## src/hdl/ttrc_pkg.sv

```systemverilog
// ttrc_pkg: shared types and constants for the three-term recurrence checksum
// no dependencies; imported by every module of the block

package ttrc_pkg;

	localparam int unsigned ByteW  = 8;
	localparam int unsigned TermW  = 16;
	localparam int unsigned IndexW = 8;

	// checksum modulus and first-byte offset
	localparam logic [TermW:0]   Modulus     = 17'd65535;
	localparam logic [TermW-1:0] FirstOffset = 16'd7;
	localparam logic [TermW-1:0] TermOne     = 16'd1;
	localparam logic [IndexW-1:0] IndexOne   = 8'd1;

	typedef struct packed {
		logic [ByteW-1:0] data;
		logic             first;
		logic             last;
	} item_t;

endpackage

```

## src/hdl/ttrc_in_reg.sv

```systemverilog
// ttrc_in_reg: input register stage holding one accepted transaction
// depends on ttrc_pkg

module ttrc_in_reg (
	input  logic           clk,
	input  logic           arst_n,
	input  logic           in_valid,
	input  ttrc_pkg::item_t in_item,
	input  logic           advance,
	output logic           in_ready,
	output logic           valid_s1,
	output ttrc_pkg::item_t item_s1
);
	import ttrc_pkg::*;

	assign in_ready = !valid_s1 || advance;

	always_ff @(posedge clk or negedge arst_n) begin
		if (!arst_n) begin
			valid_s1 <= 1'b0;
		end else if (in_ready) begin
			valid_s1 <= in_valid;
		end
	end

	always_ff @(posedge clk) begin
		if (in_valid && in_ready) begin
			item_s1 <= in_item;
		end
	end

endmodule

```

## src/hdl/ttrc_recur.sv

```systemverilog
// ttrc_recur: recurrence state (two terms, byte index) and next-term logic
// depends on ttrc_pkg

module ttrc_recur (
	input  logic                          clk,
	input  logic                          arst_n,
	input  logic                          advance,
	input  ttrc_pkg::item_t               item_s1,
	output logic [ttrc_pkg::TermW-1:0]    next_newer
);
	import ttrc_pkg::*;

	logic [TermW-1:0]  older_q;
	logic [TermW-1:0]  newer_q;
	logic [IndexW-1:0] index_q;

	logic [7:0]        k17;
	logic [7:0]        k31;
	logic [8:0]        coef_new;
	logic [24:0]       prod_new;
	logic [23:0]       prod_old;
	logic              neg;
	logic [24:0]       mag;
	logic [TermW:0]    fold;
	logic [TermW-1:0]  rem;
	logic [TermW-1:0]  term;

	// 17*i and 31*i modulo 256
	assign k17 = index_q + {index_q[3:0], 4'b0000};
	assign k31 = {index_q[2:0], 5'b00000} - index_q;

	assign coef_new = {1'b0, item_s1.data} + {1'b0, k17};
	assign prod_new = 25'(coef_new) * 25'(newer_q);
	assign prod_old = 24'(k31) * 24'(older_q);

	// 64-bit wrap on a negative difference adds one modulo 65535
	always_comb begin
		neg  = prod_new < {1'b0, prod_old};
		mag  = neg ? ({1'b0, prod_old} - prod_new) : (prod_new - {1'b0, prod_old});
		fold = {8'b0, mag[24:16]} + {1'b0, mag[15:0]};
		rem  = (fold >= Modulus) ? 16'(fold - Modulus) : fold[TermW-1:0];
		if (!neg) begin
			term = rem;
		end else if (rem <= TermOne) begin
			term = TermOne - rem;
		end else begin
			term = 16'd0 - rem;
		end
	end

	assign next_newer = item_s1.first ? (16'(item_s1.data) + FirstOffset) : term;

	always_ff @(posedge clk or negedge arst_n) begin
		if (!arst_n) begin
			older_q <= TermOne;
			newer_q <= TermOne;
			index_q <= '0;
		end else if (advance) begin
			older_q <= item_s1.first ? TermOne : newer_q;
			newer_q <= next_newer;
			index_q <= item_s1.first ? IndexOne : index_q + IndexOne;
		end
	end

endmodule

```

## src/hdl/ttrc_out_reg.sv

```systemverilog
// ttrc_out_reg: result register for the checksum channel
// depends on ttrc_pkg

module ttrc_out_reg (
	input  logic                       clk,
	input  logic                       arst_n,
	input  logic                       load,
	input  logic [ttrc_pkg::TermW-1:0] value,
	input  logic                       out_ready,
	output logic                       free,
	output logic                       out_valid,
	output logic [ttrc_pkg::TermW-1:0] checksum
);
	import ttrc_pkg::*;

	assign free = !out_valid || out_ready;

	always_ff @(posedge clk or negedge arst_n) begin
		if (!arst_n) begin
			out_valid <= 1'b0;
		end else if (free) begin
			out_valid <= load;
		end
	end

	always_ff @(posedge clk) begin
		if (load && free) begin
			checksum <= value;
		end
	end

endmodule

```

## src/hdl/three_term_recurrence_checksum_core.sv

```systemverilog
// three_term_recurrence_checksum_core: top level of the byte-stream recurrence checksum
// depends on ttrc_pkg, ttrc_in_reg, ttrc_recur, ttrc_out_reg
//
//   channel  handshake            payload
//   input    in_valid/in_ready    data_byte[7:0], first_byte, last_byte
//   output   out_valid/out_ready  checksum[15:0]
//
// one byte per cycle sustained unless a last byte waits on a stalled output
// the term update is combinational through two small multipliers and a mod-65535 fold
// reset clears both terms to one and the byte index to zero
// a stalled output holds only a last byte and the bytes queued behind it

module three_term_recurrence_checksum_core (
	input  logic        clk,
	input  logic        arst_n,
	input  logic        in_valid,
	output logic        in_ready,
	input  logic [7:0]  data_byte,
	input  logic        first_byte,
	input  logic        last_byte,
	output logic        out_valid,
	input  logic        out_ready,
	output logic [15:0] checksum
);
	import ttrc_pkg::*;

	item_t            in_item;
	item_t            item_s1;
	logic             valid_s1;
	logic             advance;
	logic             out_free;
	logic [TermW-1:0] next_newer;

	assign in_item = '{data: data_byte, first: first_byte, last: last_byte};
	assign advance = valid_s1 && (!item_s1.last || out_free);

	ttrc_in_reg u_in (
		.clk      (clk),
		.arst_n   (arst_n),
		.in_valid (in_valid),
		.in_item  (in_item),
		.advance  (advance),
		.in_ready (in_ready),
		.valid_s1 (valid_s1),
		.item_s1  (item_s1)
	);

	ttrc_recur u_recur (
		.clk        (clk),
		.arst_n     (arst_n),
		.advance    (advance),
		.item_s1    (item_s1),
		.next_newer (next_newer)
	);

	ttrc_out_reg u_out (
		.clk       (clk),
		.arst_n    (arst_n),
		.load      (advance && item_s1.last),
		.value     (next_newer),
		.out_ready (out_ready),
		.free      (out_free),
		.out_valid (out_valid),
		.checksum  (checksum)
	);

	a_last_gives_result: assert property (@(posedge clk) disable iff (!arst_n)
		advance && item_s1.last |=> out_valid)
		else $error("last byte did not produce a result");

	a_result_in_range: assert property (@(posedge clk) disable iff (!arst_n)
		out_valid |-> checksum != 16'hFFFF)
		else $error("checksum outside modulus range");

	a_first_term: assert property (@(posedge clk) disable iff (!arst_n)
		valid_s1 && item_s1.first |-> next_newer == 16'(item_s1.data) + FirstOffset)
		else $error("first byte term wrong");

	a_held_byte_waits: assert property (@(posedge clk) disable iff (!arst_n)
		valid_s1 && !advance |=> valid_s1 && $stable(item_s1))
		else $error("stalled byte lost");

endmodule

```

## config.mk

```make
export PLATFORM = sky130hd
export DESIGN_NAME = three_term_recurrence_checksum_core
export DESIGN_NICKNAME = d
export VERILOG_FILES = /design/src/hdl/ttrc_pkg.sv /design/src/hdl/ttrc_in_reg.sv /design/src/hdl/ttrc_recur.sv /design/src/hdl/ttrc_out_reg.sv /design/src/hdl/three_term_recurrence_checksum_core.sv
export SDC_FILE = /design/constraint.sdc
export NUM_CORES = 1
export LEC_CHECK = 0
export BUFFER_PORTS_ARGS = -buffer_cell sky130_fd_sc_hd__buf_4
export CAP_MARGIN = 20
export CORE_ASPECT_RATIO = 1.5
export CORE_MARGIN = 2
export CORE_UTILIZATION = 68
export CTS_CLUSTER_SIZE = 20
export DETAILED_ROUTE_END_ITERATION = 6
export PLACE_DENSITY = 0.81
export SLEW_MARGIN = 40
export SYNTH_ARGS = -nofsm -noshare
export SYNTH_HDL_FRONTEND = slang
export SYNTH_SLANG_ARGS = --single-unit
```

## constraint.sdc

```tcl
create_clock -name clk -period 28.5 [get_ports clk]
set_input_delay 1.425 -clock clk [delete_from_list [all_inputs] [get_ports clk]]
set_output_delay 1.425 -clock clk [all_outputs]
set_load 0.02 [all_outputs]
```

==> reports/results.tsv <==
stage	metric	value	unit
run_status	status	complete, no violations	
timing	fin_crit_sh	58.2	%
layout	drive_above_1_share	7.55	%
floorplan	initial_core_util	69.0	%
timing	rsz0062_at_grt	false	
timing	final-setup-viol-count	0	
critical_path	cp-end-kind	register	
layout	antenna_cells	0	
global_route	antenna_found_initial	0	
clock_tree	cts_hold_buf	0	
yosys	yosysUniqueCellTypes	100	
route	ant_nets	0	
critical_path	crit_type	reg -> reg	
yosys	ys_warn_count	0	
clock_tree	cts_buffer_depth	2	
layout	utilization	72.2	%
yosys	syn_area	0.0163	sq mm
yosys	synthFlopType	dfrtp_1	
clock_tree	numClockSinks	68	
yosys	avgSynthCellArea	8.30	sq um
route	wl	47.1	mm
global_route	grt_pass1_wl	75.3	mm
yosys	ys_async_sr_fraction	61.8	%
critical_path	cp_max_fo	31	
yosys	synth_nets	2333	
timing	max_freq	60.2	MHz
yosys	ys_ff_latch	68	
global_route	grt_pass1_vias	14462	
layout	fillers	1863	
yosys	syn_inst	1966	
floorplan	dieWidth	131	microns
clock_tree	clkTransAtPathRegs	50	ps
critical_path	setup.worst_path.start_class	register	
timing	min_period	16600	ps
route	first_iter_violations	997	
clock_tree	cts_root_buffer	clkbuf_16	
layout	multi_input_area	0.0131	sq mm
timing	slew_violations	0	
timing	clock-skew-final	5.64	ps
critical_path	required	28560	ps
route	routed-via-count	14005	
layout	finalNetCount	2296	
timing	max-slew-margin-rel	45.5	%
critical_path	cp_slowest_stage_delay	590	ps
route	firstDrtPassIters	5	
clock_tree	cts_tree	yes	
global_route	grt_max_degree	49	
clock_tree	cts_setup_buffers	0	
floorplan	pin_count	32	
yosys	synth-edff-count	26	
floorplan	die_h	194	microns
clock_tree	cts_buffers	9	
clock_tree	htree_levels	3	
route	post_drt_wl_per_cell	20.9	microns
critical_path	crit_path_top_delay_cell	dfrtp_2	
timing	max_slew.worst_pin.slew	811	ps
critical_path	cp.arrival	16660	ps
placement	place.gp.congestion	1.03	
layout	areaGrowthSynthToFinish	4.65	%
placement	dp.final_hpwl	37.5	mm
placement	placement.io_buffers	31	
layout	seq_area	0.00184	sq mm
floorplan	dieArea	0.0253	sq mm
min_path	hp-class	reg -> reg	
flow_run	maxCapViolCount	0	
clock_tree	post_cts_resize_count	0	
route	drc	0	
route	via_per_inst	6.22	
clock_tree	clk_latency	330	ps
floorplan	fp-row-count	69	
yosys	seq_area_frac_synth	11.2	%
timing	hold_viol_final	0	
global_route	grt_overflow	0	
global_route	grt_usage	38.3	%
timing	fin_tns_setup	0	ps
floorplan	core	0.0237	sq mm
cell usage in the layout (no fill, tap or decap), drive strengths merged, types with 21 or more instances in the layout:
cell	Yosys	routed
nor2	78	78
inv	299	299
xor2	41	41
nand2	231	231
xnor2	75	75
a21oi	108	108
dfrtp	40	40
edfxtp	26	26
ha	165	165
buf	21	44
o21ai	93	93
and2	157	157
fa	188	188
a21o	47	47
nand3	21	21
nor3	30	30
o21bai	27	27
path summary, 6_finish.rpt:
kind / start / endpoint / slack [ps] / depth (start not counted)
max: u_recur.index_q[0] / u_out.checksum[2] / 11900 / 63
min: u_recur.older_q[0] / u_recur.older_q[0] / 540 / 2
max reg2reg: u_recur.index_q[0] / u_out.checksum[2] / 11900 / 63
min reg2reg: u_recur.older_q[0] / u_recur.older_q[0] / 540 / 2
max in group asynchronous: arst_n / u_recur.index_q[0] / 27010 / 1
min in group asynchronous: arst_n / u_recur.older_q[3] / 1080 / 1
critical path: cells and delay by family (launching register included):
| kind | cells | cell delay (ps) |
|---|---|---|
| buffers and inverters | 4 | 580 |
| AOI/OAI and AO/OA | 30 | 6130 |
| adders and majority gates | 11 | 4570 |
| xor gates and xnor gates | 3 | 490 |
| and+or+nand+nor | 15 | 3930 |
| DFF | 1 | 590 |
cell usage after synthesis (all sizes together) (8+ instances only):
| cell | number | area share (%) |
|---|---|---|
| nor2b | 9 | 0.34 |
| o21bai | 27 | 1.2 |
| nand4 | 17 | 0.78 |
| nor3 | 30 | 1.1 |
| a21o | 47 | 2.2 |
| nand2b | 11 | 0.42 |
| a31o | 9 | 0.48 |
| a211oi | 14 | 0.92 |
| and3 | 16 | 0.64 |
| o21a | 9 | 0.41 |
| a21oi | 108 | 3.4 |
| fa | 188 | 23 |
| mux2 | 10 | 0.74 |
| a31oi | 16 | 0.65 |
| xnor2 | 75 | 4.0 |
| and2 | 157 | 6.0 |
| nor4 | 8 | 0.31 |
| dfrtp | 40 | 6.1 |
| o31ai | 8 | 0.40 |
| edfxtp | 26 | 4.8 |
| xor2 | 41 | 2.2 |
| nand3 | 21 | 0.71 |
| buf | 21 | 0.71 |
| ha | 165 | 13 |
| nand2 | 231 | 5.3 |
| o211ai | 20 | 0.98 |
| inv | 299 | 6.9 |
| or3 | 12 | 0.46 |
| nor2 | 78 | 1.8 |
| o21ai | 93 | 3.0 |
| clkbuf | 71 | 1.6 |
logic make-up (layout without fill, tap and decap cells):
group	Yosys count	count (layout)	share of synthesized area, %
flip-flops	68	68	11.2
adder cells (fa/ha/maj)	353	353	35.7
multiplexers	17	17	1.24
AO/OA/AOI/OAI	410	410	17.4
buffers and inverters	392	360	9.24
AND/OR/NAND/NOR	610	610	18.9
XOR/XNOR	116	116	6.27
flip-flops by register name (all words and copies together), names as in the netlist:
name	count
u_out.checksum	16
u_recur.newer_q	16
u_recur.older_q	16
u_in.item_s1	10
u_recur.index_q	8
u_in.valid_s1	1
u_out.out_valid	1
metal layers:
| metal | share of wire (%) | vias to the layer above | GRT usage, % |
|---|---|---|---|
| met5 | 0 | - | 0 |
| met4 | 6.7 | 0 | 21.0 |
| met3 | 6.5 | 164 | 5.41 |
| met2 | 48 | 608 | 62.9 |
| met1 | 38 | 6848 | 48.3 |
| li1 | - | 6385 | - |
stage by stage:
stage / setup WS [ps] / std cells / instance area, sq um / hold WS, ps
6_report: 11900 / 2253 / 17100 / 544
5_1_grt: 10630 / 2253 / 17100 / 558
4_1_cts: 11910 / 2253 / 17100 / 549
3_5_place_dp: 12000 / 2237 / 16800 / 529
3_3_place_gp: 12520 / 2237 / 16700 / 524
2_1_floorplan: 14740 / 1966 / 16300 / 457
area by class of cell:
| type | instances | area share (%) |
|---|---|---|
| clock buffer | 12 | 1.44 |
| clock inverter | 4 | 0.425 |
| inverter | 300 | 6.59 |
| multi-input combinational | 1506 | 76.5 |
| sequential | 68 | 10.7 |
| tap | 319 | 2.34 |
| timing repair buffer | 44 | 1.93 |
Power is not shown: default switching activity piles up to over one toggle a cycle in this logic, so the estimate is an artifact.
